`src/hdl/ecpr_pkg.sv`:
```
// Shared types and constants for the enhanced clock page replacer.
// Used by ecpr_cell and enhanced_clock_page_replacer; depends on nothing.
`timescale 1ns / 1ps
`default_nettype none

package ecpr_pkg;

  // Width of the page number fields on the ports.
  localparam int FIELD_BITS = 20;

  // Command codes of an input transfer.
  typedef enum logic [1:0] {
    CMD_INSERT = 2'd0,
    CMD_ACCESS = 2'd1,
    CMD_EVICT  = 2'd2
  } cmd_t;

  // Status codes of a result transfer.
  typedef enum logic [1:0] {
    ST_OK      = 2'd0,
    ST_MISSING = 2'd1,
    ST_FULL    = 2'd2,
    ST_EMPTY   = 2'd3
  } status_t;

  // Which class of entry an eviction takes, decided from the whole table.
  //   MODE_CLEAN      first entry neither accessed nor dirty.
  //   MODE_DIRTY      first dirty entry not accessed; older entries lose accessed.
  //   MODE_CLEAN_AGED all entries accessed: all cleared, first clean entry taken.
  //   MODE_ANY        all entries accessed and dirty: all cleared, oldest taken.
  typedef enum logic [1:0] {
    MODE_CLEAN      = 2'd0,
    MODE_DIRTY      = 2'd1,
    MODE_CLEAN_AGED = 2'd2,
    MODE_ANY        = 2'd3
  } mode_t;

  // Controller states.
  typedef enum logic {
    S_IDLE = 1'b0,
    S_EXEC = 1'b1
  } state_t;

  // Command broadcast to every cell.
  typedef struct packed {
    logic  go;
    cmd_t  cmd;
    logic  wr;
    mode_t mode;
  } ctl_t;

  // Flags that ripple from the oldest cell toward the newest.
  typedef struct packed {
    logic s00;    // an older entry is valid, not accessed, not dirty
    logic s01;    // an older entry is valid, not accessed, dirty
    logic sd0;    // an older entry is valid and clean
    logic sv;     // an older entry is valid
    logic vprev;  // the next older entry is valid (or this is the first cell)
    logic hit;    // an older entry matched the accessed page
  } chain_t;

  // Flag bits of one entry, handed to the next older cell on removal.
  typedef struct packed {
    logic acc;
    logic dirty;
    logic valid;
  } entry_t;

endpackage

`default_nettype wire

```
`src/hdl/ecpr_cell.sv`:
```
// One table slot of the enhanced clock page replacer.
// Depends on ecpr_pkg; instantiated in a row by enhanced_clock_page_replacer.
`timescale 1ns / 1ps
`default_nettype none

module ecpr_cell #(
  parameter int PAGE_BITS = 20
) (
  input  wire                   clk,
  input  wire                   rst,
  input  ecpr_pkg::ctl_t        ctl,
  input  wire  [PAGE_BITS-1:0]  cmd_page,
  // Priority chain from the older neighbor and on to the newer one.
  input  ecpr_pkg::chain_t      chain_in,
  output ecpr_pkg::chain_t      chain_out,
  input  wire  [PAGE_BITS-1:0]  victim_in,
  output logic [PAGE_BITS-1:0]  victim_out,
  // Contents of the newer neighbor, taken when the table compacts.
  input  ecpr_pkg::entry_t      nbr_entry,
  input  wire  [PAGE_BITS-1:0]  nbr_page,
  output ecpr_pkg::entry_t      own_entry,
  output logic [PAGE_BITS-1:0]  own_page
);

  logic [PAGE_BITS-1:0] page;
  logic                 acc;
  logic                 dirty;
  logic                 valid;

  logic f00;
  logic f01;
  logic fd0;
  logic match;
  logic seen_before;
  logic mine;
  logic sel;
  logic shift;

  // Class flags of this entry and the hit compare.
  assign f00   = valid & ~acc & ~dirty;
  assign f01   = valid & ~acc & dirty;
  assign fd0   = valid & ~dirty;
  assign match = valid && (page == cmd_page);

  // Hand the accumulated flags on to the newer neighbor.
  always_comb begin
    chain_out.s00   = chain_in.s00 | f00;
    chain_out.s01   = chain_in.s01 | f01;
    chain_out.sd0   = chain_in.sd0 | fd0;
    chain_out.sv    = chain_in.sv | valid;
    chain_out.vprev = valid;
    chain_out.hit   = chain_in.hit | match;
  end

  // Pick the class that the eviction takes and see whether this entry is the first.
  always_comb begin
    case (ctl.mode)
      ecpr_pkg::MODE_CLEAN: begin
        seen_before = chain_in.s00;
        mine        = f00;
      end
      ecpr_pkg::MODE_DIRTY: begin
        seen_before = chain_in.s01;
        mine        = f01;
      end
      ecpr_pkg::MODE_CLEAN_AGED: begin
        seen_before = chain_in.sd0;
        mine        = fd0;
      end
      default: begin
        // The oldest valid entry: only the first cell has no valid entry before it.
        seen_before = chain_in.sv;
        mine        = valid;
      end
    endcase
    sel   = mine & ~seen_before;
    shift = seen_before | mine;
  end

  // The chosen entry puts its page on the victim chain.
  assign victim_out = victim_in | (sel ? page : '0);

  assign own_entry.acc   = acc;
  assign own_entry.dirty = dirty;
  assign own_entry.valid = valid;
  assign own_page        = page;

  // Flag bits of the entry.
  always_ff @(posedge clk) begin
    if (rst) begin
      acc   <= 1'b0;
      dirty <= 1'b0;
      valid <= 1'b0;
    end else if (ctl.go) begin
      case (ctl.cmd)
        ecpr_pkg::CMD_INSERT: begin
          if (!valid && chain_in.vprev) begin
            acc   <= 1'b0;
            dirty <= 1'b0;
            valid <= 1'b1;
          end
        end
        ecpr_pkg::CMD_ACCESS: begin
          if (match) begin
            acc <= 1'b1;
            if (ctl.wr) begin
              dirty <= 1'b1;
            end
          end
        end
        ecpr_pkg::CMD_EVICT: begin
          if (shift) begin
            // Entries from the victim on take the contents of the newer neighbor.
            acc   <= (ctl.mode == ecpr_pkg::MODE_CLEAN ||
                      ctl.mode == ecpr_pkg::MODE_DIRTY) ? nbr_entry.acc : 1'b0;
            dirty <= nbr_entry.dirty;
            valid <= nbr_entry.valid;
          end else if (ctl.mode != ecpr_pkg::MODE_CLEAN) begin
            // The scan passed over this entry and took away its second chance.
            acc <= 1'b0;
          end
        end
        default: begin
        end
      endcase
    end
  end

  // Page number of the entry.
  always_ff @(posedge clk) begin
    if (ctl.go) begin
      if (ctl.cmd == ecpr_pkg::CMD_INSERT && !valid && chain_in.vprev) begin
        page <= cmd_page;
      end else if (ctl.cmd == ecpr_pkg::CMD_EVICT && shift) begin
        page <= nbr_page;
      end
    end
  end

endmodule

`default_nettype wire

```
`src/hdl/enhanced_clock_page_replacer.sv`:
```
// Top level of the enhanced clock page replacer: controller and row of table cells.
// Depends on ecpr_pkg and ecpr_cell.
`timescale 1ns / 1ps
`default_nettype none

// A command is taken when start is high and busy is low; that cycle
// registers it, and in the next one the row of FRAMES cells resolves the
// lookup or the victim scan through its neighbor chain and updates the table.
// busy is high during that cycle only, and done strobes the result
// in the cycle after it, the same cycle in which the next command may be
// taken; start is ignored while busy is high. The receiver cannot
// stall: a result is on victim_page and status for the single cycle that
// done is high and is not repeated. The table starts empty after reset.
module enhanced_clock_page_replacer #(
  parameter int FRAMES    = 16,
  parameter int PAGE_BITS = 20
) (
  input  wire         clk,
  input  wire         rst,
  input  wire         start,
  output logic        busy,
  input  wire  [1:0]  command,
  input  wire  [19:0] page_number,
  input  wire         is_write,
  output logic        done,
  output logic [19:0] victim_page,
  output logic [1:0]  status
);

  localparam int FB = ecpr_pkg::FIELD_BITS;

  ecpr_pkg::state_t state;
  ecpr_pkg::state_t state_next;

  ecpr_pkg::cmd_t       cmd_q;
  logic [PAGE_BITS-1:0] page_q;
  logic                 wr_q;

  ecpr_pkg::ctl_t     ctl;
  ecpr_pkg::mode_t    mode;
  ecpr_pkg::status_t  status_next;
  logic               full;
  logic               empty;
  logic [FRAMES-1:0]  valid_vec;

  ecpr_pkg::chain_t     chain    [FRAMES+1];
  logic [PAGE_BITS-1:0] vic      [FRAMES+1];
  ecpr_pkg::entry_t     ent      [FRAMES+1];
  logic [PAGE_BITS-1:0] ent_page [FRAMES+1];

  // Controller state register.
  always_ff @(posedge clk) begin
    if (rst) begin
      state <= ecpr_pkg::S_IDLE;
    end else begin
      state <= state_next;
    end
  end

  // Next state: start moves S_IDLE to S_EXEC, and S_EXEC always returns to S_IDLE.
  always_comb begin
    state_next = state;
    case (state)
      ecpr_pkg::S_IDLE: begin
        if (start) begin
          state_next = ecpr_pkg::S_EXEC;
        end
      end
      ecpr_pkg::S_EXEC: begin
        state_next = ecpr_pkg::S_IDLE;
      end
      default: begin
        state_next = ecpr_pkg::S_IDLE;
      end
    endcase
  end

  assign busy = (state == ecpr_pkg::S_EXEC);

  // Capture the command at the input transfer.
  always_ff @(posedge clk) begin
    if (start && !busy) begin
      cmd_q  <= ecpr_pkg::cmd_t'(command);
      page_q <= PAGE_BITS'(page_number);
      wr_q   <= is_write;
    end
  end

  // Chain ends: the newest cell's flags cover the whole table.
  assign chain[0] = '{s00: 1'b0, s01: 1'b0, sd0: 1'b0, sv: 1'b0, vprev: 1'b1, hit: 1'b0};
  assign vic[0]   = '0;
  assign ent[FRAMES]      = '0;
  assign ent_page[FRAMES] = '0;

  assign full  = chain[FRAMES].vprev;
  assign empty = ~ent[0].valid;

  // Eviction class, from which classes exist anywhere in the table.
  always_comb begin
    if (chain[FRAMES].s00) begin
      mode = ecpr_pkg::MODE_CLEAN;
    end else if (chain[FRAMES].s01) begin
      mode = ecpr_pkg::MODE_DIRTY;
    end else if (chain[FRAMES].sd0) begin
      mode = ecpr_pkg::MODE_CLEAN_AGED;
    end else begin
      mode = ecpr_pkg::MODE_ANY;
    end
  end

  assign ctl.go   = busy;
  assign ctl.cmd  = cmd_q;
  assign ctl.wr   = wr_q;
  assign ctl.mode = mode;

  // Row of table cells, oldest entry in cell 0.
  for (genvar k = 0; k < FRAMES; k++) begin : g_cell
    ecpr_cell #(
      .PAGE_BITS (PAGE_BITS)
    ) u_cell (
      .clk        (clk),
      .rst        (rst),
      .ctl        (ctl),
      .cmd_page   (page_q),
      .chain_in   (chain[k]),
      .chain_out  (chain[k+1]),
      .victim_in  (vic[k]),
      .victim_out (vic[k+1]),
      .nbr_entry  (ent[k+1]),
      .nbr_page   (ent_page[k+1]),
      .own_entry  (ent[k]),
      .own_page   (ent_page[k])
    );
    assign valid_vec[k] = ent[k].valid;
  end

  // Result status of the command in the cell row.
  always_comb begin
    case (cmd_q)
      ecpr_pkg::CMD_INSERT: status_next = full ? ecpr_pkg::ST_FULL : ecpr_pkg::ST_OK;
      ecpr_pkg::CMD_ACCESS: begin
        status_next = chain[FRAMES].hit ? ecpr_pkg::ST_OK : ecpr_pkg::ST_MISSING;
      end
      ecpr_pkg::CMD_EVICT:  status_next = empty ? ecpr_pkg::ST_EMPTY : ecpr_pkg::ST_OK;
      default:              status_next = ecpr_pkg::ST_OK;
    endcase
  end

  // Result strobe.
  always_ff @(posedge clk) begin
    if (rst) begin
      done <= 1'b0;
    end else begin
      done <= busy;
    end
  end

  // Result payload.
  always_ff @(posedge clk) begin
    if (busy) begin
      status <= status_next;
      if (cmd_q == ecpr_pkg::CMD_EVICT && !empty) begin
        victim_page <= FB'(vic[FRAMES]);
      end else begin
        victim_page <= '0;
      end
    end
  end

  // busy is always low in the cycle after it was high.
  a_exec_one_cycle : assert property (@(posedge clk) disable iff (rst)
    busy |=> !busy)
    else $error("cell row held a command for more than one cycle");

  // Every input transfer leads to busy and then to a done strobe.
  a_result_follows : assert property (@(posedge clk) disable iff (rst)
    (start && !busy) |=> busy ##1 done)
    else $error("input transfer did not produce a result");

  // No result without a command in the row just before it.
  a_done_from_exec : assert property (@(posedge clk) disable iff (rst)
    done |-> $past(busy))
    else $error("result strobe without a command");

  // Valid entries always form a prefix of the row.
  a_valid_prefix : assert property (@(posedge clk) disable iff (rst)
    (valid_vec & (valid_vec + 1'b1)) == '0)
    else $error("valid entries are not contiguous from the oldest cell");

endmodule

`default_nettype wire
```
`config.mk`:
```
export PLATFORM = sky130hd
export DESIGN_NAME = enhanced_clock_page_replacer
export DESIGN_NICKNAME = d
export VERILOG_FILES = /design/src/hdl/ecpr_pkg.sv /design/src/hdl/ecpr_cell.sv /design/src/hdl/enhanced_clock_page_replacer.sv
export SDC_FILE = /design/constraint.sdc
export NUM_CORES = 1
export LEC_CHECK = 0
export ABC_AREA = 1
export ABC_CLOCK_PERIOD_IN_PS = 3600
export BUFFER_PORTS_ARGS = -buffer_cell sky130_fd_sc_hd__buf_2
export CORE_UTILIZATION = 50
export CTS_CLUSTER_DIAMETER = 120
export DETAILED_ROUTE_END_ITERATION = 8
export HOLD_SLACK_MARGIN = 0.06
export PLACE_DENSITY = 0.74
export SKIP_CTS_REPAIR_TIMING = 1
export SLEW_MARGIN = 20
export SYNTH_ARGS = -nofsm -noshare
export SYNTH_HDL_FRONTEND = slang
export SYNTH_SLANG_ARGS = --single-unit
```
`constraint.sdc`:
```
create_clock -name clk -period 3.6 [get_ports clk]
set_clock_uncertainty 0.1 [all_clocks]
set_input_delay 0.36 -clock clk [delete_from_list [all_inputs] [get_ports clk]]
set_output_delay 0.36 -clock clk [all_outputs]
set_load 0.05 [all_outputs]
```
Word-level counts from Yosys, hierarchy flattened. Cells that the tools add are included.

Multiplexer cells: 262. Equality and inequality tests: 85. Reduce and logical (&&, ||, !) cells: 183. Bitwise gates (word level): 231.

Operator list (number): 20-bit two-way mux (48); 20-bit equality test (16); 20-bit OR (15); 1-bit case mux with 3 select lines (62); 1-bit two-way mux (130); 6-bit AND reduction (16); 2-bit by 1-bit inequality test with 1-bit output, second input constant (47); 1-bit OR (89); 1-bit logical AND (80); 5-bit AND reduction (16); 1-bit bitwise AND (79); 4-bit AND reduction (15); 3-bit by 1-bit inequality test with 1-bit output, second input constant (16); 1-bit inverter (48); 2-bit nonzero test (18); 1-bit case mux with 2 select lines (17); 2-bit AND reduction (16); 1-bit zero test (17); 2-bit two-way mux (4); 2-bit case mux with 3 select lines (1); 2-bit by 1-bit equality test with 1-bit output, second input constant (2); 2-bit equality test, second input constant (2); 2-bit zero test (2); 2-bit inequality test, second input constant (2); other kinds (3) (3).

Bits in registers: 415. Output and inout bits: 24. Input bits: 26. Word-level logic and storage cells: 832.

Longest topological paths before layout.
Depth after elaboration: 40. Gate-level depth with buffers: 24. Gate-level depth less buffers: 22.

Hierarchy. Synthesis repeated with hierarchy kept, for this count alone.

Cells, all modules: 4485. Area, all modules: 31380.1 um^2.

Modules (own cells, without submodules): ecpr_cell (g_cell[11].u_cell ...) (times used 12, area an instance 1854.3 um^2, cells an instance 273); ecpr_cell (g_cell[0].u_cell ...) (times used 4, area an instance 1854.3 um^2, cells an instance 275); enhanced_clock_page_replacer (times used 1, area an instance 1711.6 um^2, cells an instance 109).

Least setup slack after synthesis. OpenSTA, ideal clock, no wires.

Kind: register to register. From: reg g_cell[1].u_cell.valid. To: reg g_cell[15].u_cell.page[0] (enable). Period minus slack after synthesis: 3.734 ns. Setup time: 0.404 ns. Setup slack: -0.134 ns. Stages on the path, launching flop included: 17. Data arrival time: 3.231 ns. Data required time: 3.096 ns. Path through: dfxtp_1 -> buf_6 -> nand2_1 -> nand4_2 -> nor2_2 -> nand4_2 -> nor2_2 -> nand4_2 -> nor2_4 -> nand4_4 -> nor2_8 -> buf_8 -> nor2_2 -> nor2_4 -> buf_6 -> o21ai_0 -> a21oi_1.

Cells in the longest elaborated chain, start to end: 25.

Ends and longest elaborated chain: start, declared (RTL line ecpr_cell.sv:28) `logic valid;`; start signal, assigned (RTL line ecpr_cell.sv:117) `valid <= nbr_entry.valid;`; 1-bit bitwise AND (on tied branches) (RTL line ecpr_cell.sv:42, ecpr_cell.sv:40, ecpr_cell.sv:41); 1-bit OR or 1-bit bitwise AND (tied branches) (RTL line ecpr_cell.sv:49, ecpr_cell.sv:41); 1-bit OR (on tied branches) (14 in a row) (RTL line ecpr_cell.sv:49, ecpr_cell.sv:48); 1-bit two-way mux or 1-bit OR (tied branches) (RTL line enhanced_clock_page_replacer.sv:104, ecpr_cell.sv:48); 2-bit two-way mux (RTL line enhanced_clock_page_replacer.sv:102) `end else if (chain[FRAMES].s01) begin`; 2-bit two-way mux (RTL line enhanced_clock_page_replacer.sv:100) `if (chain[FRAMES].s00) begin`; 2-bit equality test (tied with other cells) (RTL line ecpr_cell.sv:57) `case (ctl.mode)`; 1-bit case mux with 3 select lines (RTL line ecpr_cell.sv:57); 1-bit OR (*) (RTL line ecpr_cell.sv:77) `shift = seen_before | mine;`; 1-bit logical AND (*) (RTL line ecpr_cell.sv:134) `end else if (ctl.cmd == ecpr_pkg::CMD_EVICT && shift) begin`; 2-bit nonzero test (no line) (*); 2-bit AND reduction (no line) (*); end signal, assigned (RTL line ecpr_cell.sv:133) `page <= cmd_page;`; end signal, assigned (RTL line ecpr_cell.sv:135) `page <= nbr_page;`; end, declared (RTL line ecpr_cell.sv:25) `logic [PAGE_BITS-1:0] page;`.

Mark *: on every way between the ends. The rest lies on a longest branch, timed or not. A chain may end at the register's enable or synchronous reset.

Worst setup path after layout.
From: reg g_cell[0].u_cell.dirty. To: reg victim_page[5], data pin.

Cells in the longest elaborated chain, start to end: 40.

Ends and longest elaborated chain: start, declared (RTL line ecpr_cell.sv:27) `logic dirty;`; start signal, assigned (RTL line ecpr_cell.sv:116) `dirty <= nbr_entry.dirty;`; 1-bit inverter (RTL line ecpr_cell.sv:40, ecpr_cell.sv:42); 1-bit bitwise AND (RTL line ecpr_cell.sv:42) `assign fd0 = valid & ~dirty;`; 1-bit OR (15 in a row) (RTL line ecpr_cell.sv:49) `chain_out.sd0 = chain_in.sd0 | fd0;`; 1-bit two-way mux (RTL line enhanced_clock_page_replacer.sv:104) `end else if (chain[FRAMES].sd0) begin`; 2-bit two-way mux (RTL line enhanced_clock_page_replacer.sv:102); 2-bit two-way mux (RTL line enhanced_clock_page_replacer.sv:100); 2-bit equality test (tied with other cells) (RTL line ecpr_cell.sv:57); 1-bit case mux with 3 select lines (RTL line ecpr_cell.sv:57); 1-bit inverter (RTL line ecpr_cell.sv:76) `sel = mine & ~seen_before;`; 1-bit bitwise AND (RTL line ecpr_cell.sv:76); 20-bit two-way mux (RTL line ecpr_cell.sv:81) `assign victim_out = victim_in | (sel ? page : '0);`; 20-bit OR (14 in a row) (RTL line ecpr_cell.sv:81); 20-bit OR (*) (RTL line ecpr_cell.sv:81); end signal, assigned (RTL line enhanced_clock_page_replacer.sv:163) `victim_page <= FB'(vic[FRAMES]);`; end, declared (RTL line enhanced_clock_page_replacer.sv:26) `output logic [19:0] victim_page,`.

Marks and branches as above.

==> metrics.md <==
| Metric | Value |
|---|---|
| Cells along the critical path | inv_2 -> nand2_2 -> nand3_2 -> nor2_2 -> nand4_1 -> nor2_1 -> nand4_1 -> nor2_1 -> nand4_1 -> nor2_4 -> nand2_4 -> buf_4 -> nor2_1 -> nor2_4 -> buf_4 -> nand3_1 -> nand2_1 -> nor2_2 -> nand2_2 -> nor2_1 -> nor2_1 |
| N_diodes | 0 |
| Critical path endpoint category | register |
| Longest Clk Path Bufs | 3 |
| Initial core utilization | 0.508 |
| Worst hold slack | 0.182 ns |
| Final Setup Violations | 1 |
| CP Data Arrival Time | 3.86 ns |
| Yosys warning count | 0 |
| P_sw | 5050 uW |
| Failing checks | setup timing |
| Setup total negative slack | -0.0313 ns |
| Req. time, crit path | 3.83 ns |
| Hold Vio Cnt, Final | 0 |
| Worst reg2reg setup slack | -0.03 ns |
| Critical path launch point type | register |
| Hold path startpoint | rst |
| Largest family of logic cells by synthesized area | simple AND/OR/NAND/NOR gates |
| TritonCTS clock tree | done |
| Htree depth | 2 |
| RSZ-0062 raised after global routing | true |
| Post-synthesis xor/xnor area fraction | 0.0384 |
| Worst slew margin | 0.295 |
| Fmax | 275 MHz |
| Clk sinks | 415 |
| Number of global-route vias before repair | 24400 |
| Leading area contributor after synthesis | edfxtp_1 |
| Chip height | 231 um |
| Outcome | finished, violations left |
| Worst reg2reg path depth | 21 |
| Synth-to-Final Area Change | 17.2% |
| Crit share post-route | 1.01 |
| Commonest non-fill, non-tap cells in the layout | nand2_1 (652), nand3_1 (399), o21ai_0 (399) |
| Power density over the cells | 467 nW/um2 |
| Drt first pass iters | 6 |
| Synth Instances | 3277 |
| Clk slew on worst S/H paths | 0.06 ns |
| Final antenna-violating net count | 0 |
| Worst hold path endpoint | g_cell[12].u_cell.dirty$_SDFFE_PP0P_ |
| Dominant synthesized flop cell | edfxtp_1 |
| I/O Buffers | 49 |
| Total number of vias | 27300 |
| Fin. max-slew vios | 0 |
| Net count, final | 3463 |
| Crit-path most repeated cell | nor2_1 |
| DRC viols | 0 |
| Initial antenna violation count | 7 |
| Top cells by area, synth | edfxtp_1 (42%), nand2_1 (9.5%), nand3_1 (7.9%), o21ai_0 (7.6%), nor2_1 (4.2%) |
| Async SR Flop Fraction | 0 |
| Reg power frac | 0.386 |
| Final worst slack | -0.0313 ns |
| Commonest non-fill, non-tap cell in the layout | nand2_1 |
| Critical R2R Launch | g_cell[0].u_cell.dirty$_SDFFE_PP0P_ |
| Buf/Inv on CP | 3 |
| Final min period | 3.63 ns |
| Worst r2r dst | victim_page[5]$_SDFFCE_PN0P_ |
| Std cell rows | 83 |
| Final Core Density | 0.596 |
| Crit path largest cell delay | 0.37 ns |
| Cell Area, Synth | 26200 um2 |
| Avg Cell Area, Syn | 8.01 um2 |
| Io pins | 50 |
| Core ar. | 51600 um2 |
| Grt ovf | 0 |
| Total Wirelength | 124000 um |
| Routed length per placed instance | 29.9 um |
| Layout cells sized above 1 | 0.164 |
| Combinational share of power | 0.288 |
| Post-synthesis sequential area ratio | 0.456 |
| Insertion delay to the later sink of the worst-skew pair | 0.62 ns |
| GRT Util Overall | 0.454 |
| Largest net degree at the start of global routing | 42 |
| Final GP Congestion | 1.09 |
| Cell Int Power | 9310 uW |
| Synth Area in Compound Gates | 0.150 |
| Tot Pwr | 14400 uW |
| Vias/cell | 6.58 |
| Clock power frac | 0.326 |
| Total CTS buffers | 45 |
| Post-synthesis mux area share | 0 |
| Post-synth EDFFs | 365 |
| HPWL after DPL | 90800 um |
| DR iter-0 viols | 5171 |
| HP Class | in -> reg |
| CP max stage cell | dfxtp_2 |
| Path type of the worst setup path | reg -> reg |
| Max-cap violation count | 0 |
| Flops & latches, synth | 415 |
| Sw Ratio | 0.352 |
| Crit path max fanout | 8 |
| Top delay family on crit path | simple AND/OR/NAND/NOR gates |
| Synth Area in Adders | 0.00191 |
| Fill cells | 4642 |
| Post-synthesis cell type count | 57 |
| Pleak | 0.0125 uW |
| Placement Setup Slack | -0.0366 ns |
| Global-route wire length before repair | 173000 um |
| Hold depth | 4 |
| Die width | 231 um |
| Die ar. | 53400 um2 |
| Mapped Nets | 3307 |
| Tightest Pin Transition | 1.05 ns |
| Root buf cell | clkbuf_16 |
| Post-Synth Simple-Gate Area | 0.274 |
| Top-area cell type share of the netlist area | 0.418 |
| Worst vdd ir | 0.393 mV |
## cell families after synthesis
family / count (synthesis)
simple gates: 1572
compound gates: 689
flops: 415
buf+inv: 482
xor+xnor: 115
fa+ha+maj: 4
## stage by stage
step	std cells	cell area (um2)
final	4149	30700
after global routing	4149	30700
after CTS	4095	29900
after detailed placement	4012	28500
after global placement	4012	28500
after floorplan	3277	26200
## Yosys cell counts (2+ instances only)
| cell | number |
|---|---|
| nand4_1 | 38 |
| o211a_1 | 4 |
| a221oi_1 | 27 |
| nor2_2 | 10 |
| o2111ai_1 | 26 |
| nand4_2 | 6 |
| inv_1 | 209 |
| o22ai_1 | 63 |
| nand3b_1 | 11 |
| nand3_1 | 413 |
| a31oi_1 | 3 |
| o21ai_0 | 399 |
| a21oi_1 | 88 |
| clkbuf_1 | 168 |
| o21ai_1 | 26 |
| nand2_2 | 22 |
| clkinv_1 | 8 |
| nor2_4 | 8 |
| a211oi_1 | 23 |
| buf_1 | 6 |
| xor2_1 | 74 |
| nand2_4 | 4 |
| dfxtp_1 | 50 |
| nand4_4 | 6 |
| nor3_1 | 36 |
| xnor2_1 | 41 |
| or2_2 | 3 |
| nor2_1 | 296 |
| o211ai_1 | 7 |
| o31a_1 | 5 |
| nor4_1 | 34 |
| buf_4 | 15 |
| inv_2 | 18 |
| ha_1 | 4 |
| edfxtp_1 | 365 |
| nand3_2 | 15 |
| buf_6 | 24 |
| nor2_8 | 2 |
| buf_2 | 33 |
| nor4_2 | 2 |
| a22o_1 | 2 |
| nand2_1 | 661 |
| a221o_1 | 8 |
## worst reg2reg max path: cells and delay by family, from the launching register on
family	cells	cell delay, ns
AND/OR/NAND/NOR	18	2.45
buffers and inverters	3	0.44
flip-flops	1	0.37
## routing by layer
layer / vias to the layer above / global-route usage / share of wire
met5: - / 0 / 0.00052
met4: 12 / 0.314 / 0.086
met3: 586 / 0.111 / 0.14
met2: 2362 / 0.662 / 0.42
met1: 12600 / 0.593 / 0.35
li1: 11700 / - / -
## power by group through the flow
stage	Clock (uW)	Sequential, uW	Combinational [uW]
CTS	4640	5520	3630
global route	4820	5540	4270
finish	4680	5540	4140
global placement	0	5620	3620
detailed placement	0	5620	3620
floorplan	0	5580	2150
## worst max-delay path by stage
stage	start	end	depth (start not counted)	slack (ns)
2_1_floorplan	busy$_SDFF_PP0_	g_cell[7].u_cell.own_page[0]$_DFFE_PP_	4	-0.04
3_3_place_gp	g_cell[3].u_cell.valid$_SDFFE_PP0P_	victim_page[0]$_SDFFCE_PN0P_	18	-0.006
3_5_place_dp	g_cell[2].u_cell.dirty$_SDFFE_PP0P_	victim_page[0]$_SDFFCE_PN0P_	20	-0.04
4_1_cts	g_cell[2].u_cell.dirty$_SDFFE_PP0P_	victim_page[0]$_SDFFCE_PN0P_	20	-0.04
5_1_grt	g_cell[2].u_cell.dirty$_SDFFE_PP0P_	victim_page[5]$_SDFFCE_PN0P_	21	-0.18
6_report	g_cell[0].u_cell.dirty$_SDFFE_PP0P_	victim_page[5]$_SDFFCE_PN0P_	21	-0.03
## flip-flops by register name (all words and copies together) (netlist names)
signal / flops
cmd_q: 2
g_cell.u_cell.valid: 16
g_cell.u_cell.acc: 16
g_cell.u_cell.own_page: 320
done: 1
victim_page: 20
page_q: 20
g_cell.u_cell.dirty: 16
status: 2
wr_q: 1
busy: 1
## area by class of cell
type | count | area (um2) | area share
Inverter | 235 | 885 | 0.0288
Tap cell | 680 | 851 | 0.0277
Multi-Input combinational cell | 2382 | 12600 | 0.409
Sequential cell | 415 | 12000 | 0.389
Clock buffer | 61 | 1260 | 0.0410
Clock inverter | 22 | 156 | 0.00509
Timing Repair Buffer | 354 | 3060 | 0.0995
(Power assumes the default switching activity.)
